`src/rtl/hra_pkg.sv`:
```
// shared constants, types and structs of the stereo hermite resampler
package hra_pkg;

  localparam int FRAC_BITS = 16;
  localparam int SAMPLE_W  = 16;
  localparam int STEP_W    = 19;
  localparam int PH_W      = FRAC_BITS + 3;
  localparam int MU_W      = FRAC_BITS + 1;
  localparam int TAPS      = 4;
  localparam int CH        = 2;
  localparam int CH_LEFT   = 0;
  localparam int CH_RIGHT  = 1;
  localparam int MAX_OUT   = 8;
  localparam int CNT_W     = $clog2(MAX_OUT);
  localparam int QDEPTH    = 4;
  localparam int QPTR_W    = $clog2(QDEPTH);

  localparam logic [PH_W-1:0] ONE_PH    = PH_W'(1) << FRAC_BITS;
  localparam logic [PH_W-1:0] PHASE_MAX = ONE_PH << 2;

  typedef logic [CH-1:0][TAPS-1:0][SAMPLE_W-1:0] hist_t;
  typedef logic [CH-1:0][SAMPLE_W-1:0] pair_t;

  typedef struct packed {
    logic [MU_W-1:0] mu;
    hist_t           hist;
    logic            last;
  } job_t;

  typedef struct packed {
    logic valid;
    job_t job;
  } push_t;

  typedef struct packed {
    logic            busy;
    logic [PH_W-1:0] phase;
  } front_stat_t;

  typedef struct packed {
    logic              full;
    logic              empty;
    logic [QPTR_W:0]   count;
  } queue_stat_t;

endpackage

```
`src/rtl/hra_queue.sv`:
```
// short job queue between the front end and the interpolation pipeline
module hra_queue (
  input  logic                 clk,
  input  logic                 rst,
  input  hra_pkg::push_t       push,
  input  logic                 pop,
  output hra_pkg::job_t        head,
  output hra_pkg::queue_stat_t qstat
);

  hra_pkg::job_t                mem [hra_pkg::QDEPTH];
  logic [hra_pkg::QPTR_W-1:0]   wr_ptr, rd_ptr;
  logic [hra_pkg::QPTR_W:0]     count;

  always_comb begin
    head        = mem[rd_ptr];
    qstat.count = count;
    qstat.empty = count == '0;
    qstat.full  = count == (hra_pkg::QPTR_W+1)'(hra_pkg::QDEPTH);
  end

  always_ff @(posedge clk) begin
    if (push.valid) begin
      mem[wr_ptr] <= push.job;
    end
  end

  always_ff @(posedge clk) begin
    if (rst) begin
      wr_ptr <= '0;
      rd_ptr <= '0;
      count  <= '0;
    end else begin
      if (push.valid) begin
        wr_ptr <= wr_ptr + hra_pkg::QPTR_W'(1);
      end
      if (pop) begin
        rd_ptr <= rd_ptr + hra_pkg::QPTR_W'(1);
      end
      case ({push.valid, pop})
        2'b10:   count <= count + (hra_pkg::QPTR_W+1)'(1);
        2'b01:   count <= count - (hra_pkg::QPTR_W+1)'(1);
        default: count <= count;
      endcase
    end
  end

endmodule

```
`config.mk`:
```
export PLATFORM = sky130hd
export DESIGN_NAME = hra_queue
export DESIGN_NICKNAME = d
export VERILOG_FILES = /design/src/rtl/hra_pkg.sv /design/src/rtl/hra_queue.sv
export SDC_FILE = /design/constraint.sdc
export NUM_CORES = 1
export LEC_CHECK = 0
export BUFFER_PORTS_ARGS = -buffer_cell sky130_fd_sc_hd__buf_2
export CORE_ASPECT_RATIO = 1.2
export CORE_MARGIN = 8
export CORE_UTILIZATION = 30
export DETAILED_ROUTE_END_ITERATION = 7
export REMOVE_ABC_BUFFERS = 1
export SYNTH_ARGS = -nofsm -noshare
export SYNTH_HDL_FRONTEND = slang
export SYNTH_SLANG_ARGS = --single-unit
```
`constraint.sdc`:
```
create_clock -name clk -period 6.1 [get_ports clk]
set_input_delay 0.61 -clock clk [delete_from_list [all_inputs] [get_ports clk]]
set_output_delay 0.61 -clock clk [all_outputs]
set_load 0.03 [all_outputs]
```
==> flow_summary.yaml <==
sta:
  slew_headroom_pct: 33.54
  finalCriticalPeriod_ns: 3.528
  fin_crit_sh_pct: 57.84
  hold_violations: 0
  rsz0062_at_grt: "no"
  fmax_mhz: 283.4
  maxSlewViolCount: 0
  setup_viol: 0
  clock_skew_ns: 0.007635
  layout_setup_ws_ns: 2.572
  tightest_slew_ns: 0.9970
  whs_ns: 0.2264
  setup_tns_ns: 0
floorplanning:
  coreArea_um2: 70960
  io_pins: 301
  die_w_um: 260.3
  start_util_pct: 30.28
  fp.dieH_um: 309.1
  die-area_um2: 80460
  rows: 107
power:
  switching_share_pct: 24.13
  vdd_drop_max_uv: 254.1
  pwr-share-comb_pct: 11.8
  p_switching_mw: 2.220
  leakagePower_nw: 8.509
  power_density_nw_per_um2: 355.1
  intPower_mw: 6.980
  pwr-share-seq_pct: 51.5
  pwr-share-clk_pct: 36.7
grt:
  grt_pass1_wl_um: 67410
  grt_max_degree: 142
  grt_pass1_vias: 10760
  grt-ovfl-total: 0
  grt.total_usage_pct: 11.12
  antenna_found_initial: 10
logic_synthesis:
  yosys-top-cells-count: "edfxtp_1 (584), mux4_2 (146), buf_2 (14)"
  ys_ff_latch: 593
  ys.warnings.count: 0
  yosys.area.top_type: "edfxtp_1"
  synth_edf_count: 584
  ys_async_sr_fraction_pct: 0
  synth-seq-area-share_pct: 82.47
  synth.most_common_cell: "edfxtp_1"
  synth.avg_cell_area_um2: 26.56
  syn_inst: 809
  synth_top_flop_cell: "edfxtp_1"
  yosysUniqueCellTypes: 21
  netlist.area_leader.share_pct: 81.63
  synthTopCellsByArea: "edfxtp_1 (82%), mux4_2 (15%), dfxtp_1 (0.84%)"
  syn_area_um2: 21480
worst_hold_path:
  holdCritPathClass: "in -> reg"
  min-delay-start: "push[73]"
  min_to: "mem[2][73]$_DFFE_PP_"
  worstHoldPathCells: 1
routing:
  drc: 0
  post_drt_via_cell_ratio: 4.543
  wl_per_cell_um: 21.42
  firstDrtPassIters: 4
  ant_nets: 0
  vias: 9667
  dr.first_iter.drc_count: 628
  totalWireLength_um: 45590
cts:
  numCtsBuffers: 59
  cts_hold_buf: 0
  cts_tree: "done"
  clkTransAtPathRegs_ns: 0.06
  root_buffer: "clkbuf_16"
  insertion_delay_ns: 0.59
  cts_resized: 0
  post_cts.repair.setup_buffers: 0
  htreeDepth: 2
  cts_max_path_buffers: 3
  clock_sinks: 593
setup_path:
  cpMaxStageDelayCell: "dfxtp_4"
  path_class: "reg -> out"
  cp_cell_sequence: "buf_4 > mux4_2 > buf_2"
  critPathArrivalTime_ns: 2.92
  rrSetupSlack_ns: 3.82
  crit_path_start_kind: "flop"
  crit_family: "buffers and inverters"
  rr_endpoint: "mem[0][62]$_DFFE_PP_"
  cp_max_fo: 54
  critPathRequiredTime_ns: 5.49
  r2r_cells: 4
  cpPeakStageDelay_ns: 0.85
  critPathBufInv: 2
  timing.rr.start: "wr_ptr[0]$_SDFFE_PP0P_"
  cp-end-kind: "output pin"
placement:
  dp_hpwl_um: 26280
  io_buffers: 300
  finalWeightedCongestion: 0.6805
  dpl.cell_count: 2012
  place_ws_ns: 3.091
layout:
  drive_gt1_share_pct: 45.65
  fin_nets: 1303
  final_cells: 2128
  fill_cells: 6530
  syn_to_final_growth_pct: 20.61
outcome:
  status: "finished, final reports clean"
run:
  drv_cap: 0
==> cells in the final DEF, fill, tap and decap left out <==
| cell type | instances |
|---|---|
| bufinv_16 | 2 |
| nor2_1 | 8 |
| inv_1 | 6 |
| dfxtp_1 | 7 |
| nor3_1 | 1 |
| o21ai_0 | 1 |
| nand2_1 | 1 |
| buf_4 | 4 |
| ha_1 | 5 |
| a21oi_1 | 2 |
| inv_6 | 1 |
| xnor2_1 | 2 |
| clkinv_4 | 3 |
| and2_4 | 4 |
| fa_1 | 1 |
| mux4_2 | 146 |
| clkinv_2 | 14 |
| diode_2 | 6 |
| edfxtp_1 | 584 |
| buf_12 | 6 |
| or3_1 | 1 |
| xor2_1 | 3 |
| clkbuf_16 | 61 |
| and3_1 | 1 |
| dfxtp_4 | 2 |
| clkinv_1 | 7 |
| clkinvlp_4 | 3 |
| clkbuf_1 | 19 |
| buf_2 | 300 |
| mux2i_1 | 1 |
==> layout make-up <==
cell class | count | area [um2] | area share (%)
Clock inverter | 30 | 214.0 | 0.8258
Sequential cell | 593 | 17720 | 68.41
Multi-Input combinational cell | 177 | 3526 | 13.61
Antenna cell | 6 | 15.01 | 0.05795
Clock buffer | 80 | 1598 | 6.167
Timing Repair Buffer | 310 | 1652 | 6.374
Tap cell | 926 | 1159 | 4.472
Inverter | 6 | 22.52 | 0.08692
==> worst reg2reg max path, cell delays in order, from the launching register on <==
cell and delay, ns:
dfxtp_1 0.35, inv_1 0.10, ha_1 0.15, and2_4 0.40, buf_4 0.74
==> cells by family (layout without fill, tap and decap cells) <==
family | Yosys count | in the layout | synth area share [%]
flops | 593 | 593 | 82.47
xor+xnor | 5 | 5 | 0.2039
other cells | 0 | 6 | 0
fa+ha+maj | 6 | 6 | 0.3844
mux | 147 | 147 | 15.35
buf+inv | 39 | 426 | 1.165
simple gates | 16 | 16 | 0.3553
compound gates | 3 | 3 | 0.06987
==> flip-flops by register name (all words and copies together) (netlist names), named ones only <==
name,count
mem,584
count,3
wr_ptr,2
rd_ptr,2
==> layer usage <==
| metal | GRT usage (%) | up-vias | part of all wire (%) |
|---|---|---|---|
| met1 | 13.16 | 5113 | 39 |
| met3 | 2.902 | 78 | 6.5 |
| met2 | 19.39 | 278 | 52 |
| met5 | 0 | - | 0.059 |
| li1 | - | 4194 | - |
| met4 | 4.012 | 4 | 2.8 |
==> stage by stage <==
step / power [mW] / utilization (%) / cell area (um2)
finish: 9.201 / 36.52 / 25910
global route: 9.558 / 36.50 / 25900
CTS: 9.356 / 36.49 / 25890
detailed placement: 5.943 / 33.94 / 24080
global placement: 5.924 / 33.94 / 24080
floorplan: 5.594 / - / 21260
==> power by group through the flow <==
stage,sequential (mW),combinational (mW),clock (mW)
6_report,4.73,1.09,3.38
5_1_grt,4.75,1.16,3.64
4_1_cts,4.74,1.12,3.50
3_5_place_dp,4.82,1.12,0
3_3_place_gp,4.81,1.11,0
2_1_floorplan,4.89,0.703,0
==> worst max-delay path by stage <==
stage / startpoint / endpoint / depth (start not counted)
2_1_floorplan: flop / head[0] / 1
3_3_place_gp: flop / head[129] / 3
3_5_place_dp: flop / head[129] / 3
4_1_cts: flop / head[129] / 3
5_1_grt: flop / head[129] / 3
6_report: flop / head[129] / 3
No activity file was read; power rests on OpenSTA's default activity.
