`src/rtl/hra_pkg.sv`:
```
// shared constants, types and structs of the stereo hermite resampler
package hra_pkg;

  localparam int FRAC_BITS = 16;
  localparam int SAMPLE_W  = 16;
  localparam int STEP_W    = 19;
  localparam int PH_W      = FRAC_BITS + 3;
  localparam int MU_W      = FRAC_BITS + 1;
  localparam int TAPS      = 4;
  localparam int CH        = 2;
  localparam int CH_LEFT   = 0;
  localparam int CH_RIGHT  = 1;
  localparam int MAX_OUT   = 8;
  localparam int CNT_W     = $clog2(MAX_OUT);
  localparam int QDEPTH    = 4;
  localparam int QPTR_W    = $clog2(QDEPTH);

  localparam logic [PH_W-1:0] ONE_PH    = PH_W'(1) << FRAC_BITS;
  localparam logic [PH_W-1:0] PHASE_MAX = ONE_PH << 2;

  typedef logic [CH-1:0][TAPS-1:0][SAMPLE_W-1:0] hist_t;
  typedef logic [CH-1:0][SAMPLE_W-1:0] pair_t;

  typedef struct packed {
    logic [MU_W-1:0] mu;
    hist_t           hist;
    logic            last;
  } job_t;

  typedef struct packed {
    logic valid;
    job_t job;
  } push_t;

  typedef struct packed {
    logic            busy;
    logic [PH_W-1:0] phase;
  } front_stat_t;

  typedef struct packed {
    logic              full;
    logic              empty;
    logic [QPTR_W:0]   count;
  } queue_stat_t;

endpackage

```
`src/rtl/hra_front.sv`:
```
// front end: takes input pairs, runs the phase and issues interpolation jobs
module hra_front (
  input  logic                              clk,
  input  logic                              rst,
  input  logic                              cfg_we,
  input  logic [hra_pkg::STEP_W-1:0]        cfg_wdata,
  input  logic                              in_valid,
  output logic                              in_stall,
  input  logic signed [hra_pkg::SAMPLE_W-1:0] left_in,
  input  logic signed [hra_pkg::SAMPLE_W-1:0] right_in,
  output hra_pkg::push_t                    push,
  input  hra_pkg::queue_stat_t              qstat,
  output hra_pkg::front_stat_t              stat
);

  localparam int CMP_W = (hra_pkg::STEP_W > hra_pkg::PH_W) ? hra_pkg::STEP_W : hra_pkg::PH_W;
  localparam logic [CMP_W-1:0] STEP_MIN = CMP_W'(hra_pkg::ONE_PH) >> 3;
  localparam logic [CMP_W-1:0] STEP_MAX = CMP_W'(hra_pkg::ONE_PH) << 2;

  logic [hra_pkg::STEP_W-1:0] rate_step;
  logic [hra_pkg::PH_W-1:0]   phase, phase_next;
  hra_pkg::hist_t             hist, hist_next, shifted;
  hra_pkg::pair_t             sample;
  logic                       busy, busy_next;
  logic [hra_pkg::CNT_W-1:0]  cnt, cnt_next;

  logic [CMP_W-1:0]           step_wide, step_sat;
  logic [hra_pkg::PH_W-1:0]   step, phase_sum, phase_fin;
  logic                       in_range, do_push, last, finish, accept;

  always_comb begin
    step_wide = CMP_W'(rate_step);
    if (step_wide < STEP_MIN) begin
      step_sat = STEP_MIN;
    end else if (step_wide > STEP_MAX) begin
      step_sat = STEP_MAX;
    end else begin
      step_sat = step_wide;
    end
    step      = hra_pkg::PH_W'(step_sat);
    phase_sum = phase + step;
    in_range  = phase <= hra_pkg::ONE_PH;
    do_push   = busy && in_range && !qstat.full;
    last      = (phase_sum > hra_pkg::ONE_PH) ||
                (cnt == hra_pkg::CNT_W'(hra_pkg::MAX_OUT - 1));
    finish    = busy && (!in_range || (do_push && last));
    in_stall  = busy && !finish;
    accept    = in_valid && !in_stall;

    for (int c = 0; c < hra_pkg::CH; c++) begin
      for (int t = 0; t < hra_pkg::TAPS - 1; t++) begin
        shifted[c][t] = hist[c][t+1];
      end
      shifted[c][hra_pkg::TAPS-1] = sample[c];
    end

    if (in_range) begin
      phase_fin = (phase_sum > hra_pkg::ONE_PH) ? phase_sum - hra_pkg::ONE_PH : '0;
    end else begin
      phase_fin = phase - hra_pkg::ONE_PH;
    end

    if (finish) begin
      phase_next = phase_fin;
    end else if (do_push) begin
      phase_next = phase_sum;
    end else begin
      phase_next = phase;
    end

    hist_next = finish ? shifted : hist;

    if (accept || finish) begin
      cnt_next = '0;
    end else if (do_push) begin
      cnt_next = cnt + hra_pkg::CNT_W'(1);
    end else begin
      cnt_next = cnt;
    end

    if (accept) begin
      busy_next = 1'b1;
    end else if (finish) begin
      busy_next = 1'b0;
    end else begin
      busy_next = busy;
    end

    push.valid    = do_push;
    push.job.mu   = phase[hra_pkg::MU_W-1:0];
    push.job.hist = hist;
    push.job.last = last;
    stat.busy     = busy;
    stat.phase    = phase;
  end

  always_ff @(posedge clk) begin
    if (rst) begin
      rate_step <= hra_pkg::STEP_W'(hra_pkg::ONE_PH);
      phase     <= hra_pkg::ONE_PH;
      hist      <= '0;
      busy      <= 1'b0;
      cnt       <= '0;
    end else begin
      if (cfg_we) begin
        rate_step <= cfg_wdata;
      end
      phase <= phase_next;
      hist  <= hist_next;
      busy  <= busy_next;
      cnt   <= cnt_next;
    end
  end

  always_ff @(posedge clk) begin
    if (accept) begin
      sample[hra_pkg::CH_LEFT]  <= left_in;
      sample[hra_pkg::CH_RIGHT] <= right_in;
    end
  end

endmodule

```
`config.mk`:
```
export PLATFORM = sky130hd
export DESIGN_NAME = hra_front
export DESIGN_NICKNAME = d
export VERILOG_FILES = /design/src/rtl/hra_pkg.sv /design/src/rtl/hra_front.sv
export SDC_FILE = /design/constraint.sdc
export NUM_CORES = 1
export LEC_CHECK = 0
export BUFFER_PORTS_ARGS = -buffer_cell sky130_fd_sc_hd__buf_2
export CAP_MARGIN = 20
export CORE_ASPECT_RATIO = 1.75
export CORE_MARGIN = 10
export CORE_UTILIZATION = 45
export DETAILED_ROUTE_END_ITERATION = 7
export GPL_TIMING_DRIVEN = 0
export HOLD_SLACK_MARGIN = 0.03
export PLACE_DENSITY_LB_ADDON = 0.3
export SLEW_MARGIN = 0
export SYNTH_ARGS = -nofsm -noshare
export SYNTH_HDL_FRONTEND = slang
export SYNTH_SLANG_ARGS = --single-unit
```
`constraint.sdc`:
```
create_clock -name clk -period 14.85 [get_ports clk]
set_input_delay 2.97 -clock clk [delete_from_list [all_inputs] [get_ports clk]]
set_output_delay 2.97 -clock clk [all_outputs]
set_load 0.05 [all_outputs]
```
==> metrics <==
max_cap viols 0; Leakage 4.99 nW; f_max 0.102 GHz; WHS Path Cells 2; clock-pin transition on the worst setup and hold timing paths 0.06 ns; HPWL Detailed 20800 um; CP Capture Type primary output; Yosys cell types 70; via density per instance 5.16; Worst-Margin Slew 0.841 ns; ant diodes 0; Inst Count DP 1338; FF-to-FF Start rate_step[18]; worst reg2reg path depth 22; Mapped Nets 953; Netlist Area Pre-Place 9260 um^2; post-synthesis simple-gate area fraction 18.2%; fin crit period 9.78 ns; final setup vio count 0; wire per inst 19.0 um; first-pass GRT wire length 40500 um; WP data required 11.88 ns; ys flop type dfxtp_1; WS Path Type reg -> out; total grt overflow 0; Post-Synth XOR/XNOR Area 0.851%; status finished clean; CTS tree built; Syn Inst Count 868; Worst Skew 0.00877 ns; Ports 228; Die Width 128 um; slew margin rel. 43.9%; Util after Layout 55.9%; PwrDens 155 nW/um^2; footprint of the multi-input gates 4410 um^2; Hold Crit Class reg -> reg; H-tree levels 1; DR DRC count 0; peak supply drop 0.117 mV; Tcrit/Tclk final 65.9%; Synth Area in Compound Gates 8.57%; Max FO, Critical Path 10; Layout area overhead 22.5%; IO buf count 222; Clk Tree Root Cell clkbuf_16; Worst EP arrival 6.81 ns; core area 20300 um^2; global placer's final weighted congestion 0.946; syn_area_per_cell 10.7 um^2; Finished Layout Cells 1374; ratio of cells with drive above 1 in the final layout 27.2%; gr usage total 18.7%; Initial Utilization 45.6%; final wirelength 26100 um; WHS Endpoint push[14]; Fillers 1849; EDFF count, synth 32; setup TNS 0 ns; R2R Setup Slk 8.05 ns; FF+latch count, synth 202; Hold-fix buffers, CTS 0; post-CTS setup buffer count 0; vias in the first global route 7603; Register Area 4360 um^2; Rows 69; largest area contributor in the netlist dfxtp_1; largest cells by area after synthesis dfxtp_1 (37%), mux2i_1 (16%), nand2b_1 (11%), edfxtp_1 (10%), ha_1 (3.2%); clk_lat worst skew 0.48 ns; Die Area 26900 um^2; antenna viol nets, final 0; initial antenna violation count 2; largest family of logic cells by synthesized area simple AND/OR/NAND/NOR gates; endpoints failing hold 0; fin. max-slew vios 0; Adder-Cell Fraction of Synth Area 3.46%; initial detailed-routing violation count 369; FF-to-FF End sample[6]; Resize count post-CTS 0; largest net degree at the start of global routing 33; # nets final 1197; CTS max path bufs 3; total CTS buffers 20; Synth warnings 0; die height 210 um; post-synthesis sequential area ratio 47.1%; routed vias 7085; number of clock sinks 202; CP Launch Type flop; beginning of the worst hold path push[14]; drt first pass iters 4; Yosys top cell area share 36.7%; post-synthesis mux area share 16.6%; RSZ-0062 raised after global routing false; Synth async-reset ratio 0%
[worst max-delay path: stages (launching register included)]
cell and delay [ns]:
dfxtp_1 0.51, nor4b_1 0.30, nand4_1 0.13, o21ai_0 0.25, o21a_1 0.21, clkbuf_1 0.26
and2_1 0.31, ha_1 0.24, inv_1 0.06, fa_1 0.38, nand2b_1 0.22, a21oi_1 0.55
o211a_1 0.30, or3_1 0.16, o311a_1 0.24, ha_1 0.26, nand3b_1 0.09, a2111o_1 0.42
a2111oi_2 0.35, and4_1 0.35, a21o_4 0.16, a31oi_1 0.15, nor2_1 0.13, buf_2 0.29
[report_power, final]
group | internal (mW) | total, mW | switching (mW) | leakage [nW]
clock | 0.296 | 0.503 | 0.207 | 0.326
sequential | 0.620 | 0.657 | 0.0368 | 1.69
combinational | 0.206 | 0.600 | 0.394 | 2.98
[layout by cell type, fill, tap and decap left out, types with 4 or more instances in the layout]
master,synthesis,routed
xor2_1,4,4
ha_1,24,24
nor3b_1,4,4
xnor2_1,5,5
nand2_1,22,22
nand3_1,6,6
nor3_1,4,4
o21a_1,5,4
dfxtp_1,170,170
inv_1,13,13
and4_1,4,4
buf_6,13,13
clkbuf_8,0,4
nand2b_1,164,164
nor2b_1,4,4
a21oi_1,19,19
o31ai_1,5,5
buf_2,3,225
and2_1,17,17
a21o_1,4,4
nor2_1,48,48
clkbuf_1,29,32
nor4_1,5,5
clkinv_2,0,5
a22o_1,13,13
buf_4,20,20
nand4_1,5,5
o21ai_0,14,14
clkbuf_16,0,21
edfxtp_1,32,32
mux2i_1,150,150
[kinds of logic after synthesis]
family	count (synthesis)
AO/OA/AOI/OAI	103
XOR/XNOR	9
adder cells (fa/ha/maj)	25
buffers and inverters	82
flip-flops	202
multiplexers	153
AND/OR/NAND/NOR	294
[registers in the layout, indices dropped and copies added (netlist names)]
register / count
cnt: 3
sample: 32
phase: 19
busy: 1
rate_step: 19
push: 128
[layout make-up]
cell class,instances,share of cell area [%]
Clock inverter,8,0.585
Timing Repair Buffer,222,9.80
Tap cell,248,2.74
Inverter,15,0.496
Multi-Input combinational cell,584,38.9
Buffer,67,3.77
Clock buffer,28,5.22
Sequential cell,202,38.5
[Yosys cell counts (all sizes together) (5+ instances only)]
master,n
a21oi,20
inv,14
nand2,22
o21ai,16
ha,24
edfxtp,32
and2,17
nand3,6
nand4,5
nand2b,164
buf,38
mux2i,150
o21a,5
nor4,5
dfxtp,170
o31ai,5
xnor2,5
clkbuf,29
a22o,13
a21o,5
nor2,48
[metal layers]
| metal | track usage, % | wire (um) |
|---|---|---|
| met5 | 0 | 17 |
| met4 | 8.61 | 1120 |
| met3 | 5.17 | 1800 |
| met2 | 35.7 | 14200 |
| met1 | 17.5 | 8910 |
[through the flow]
| step | worst slack, ns | instance area (um^2) | power (mW) | hold slack [ns] |
|---|---|---|---|---|
| 4_1_cts | 5.01 | 11300 | 1.78 | 0.472 |
| 6_report | 5.07 | 11300 | 1.76 | 0.468 |
| 5_1_grt | 4.48 | 11300 | 1.84 | 0.489 |
| 2_1_floorplan | 6.71 | 9260 | 1.13 | 0.460 |
| 3_5_place_dp | 5.58 | 10700 | 1.27 | 0.458 |
| 3_3_place_gp | 5.62 | 10700 | 1.27 | 0.457 |
[worst max path at each step]
stage | startpoint | end | slack [ns] | cells after the start
finish | rate_step[18] | in_stall | 5.07 | 23
global route | rate_step[18] | in_stall | 4.48 | 23
CTS | rate_step[18] | in_stall | 5.01 | 23
detailed placement | rate_step[18] | in_stall | 5.58 | 23
global placement | rate_step[18] | in_stall | 5.62 | 23
floorplan | rate_step[18] | in_stall | 6.71 | 22
Note: power is estimated with default switching activity, not from simulation.
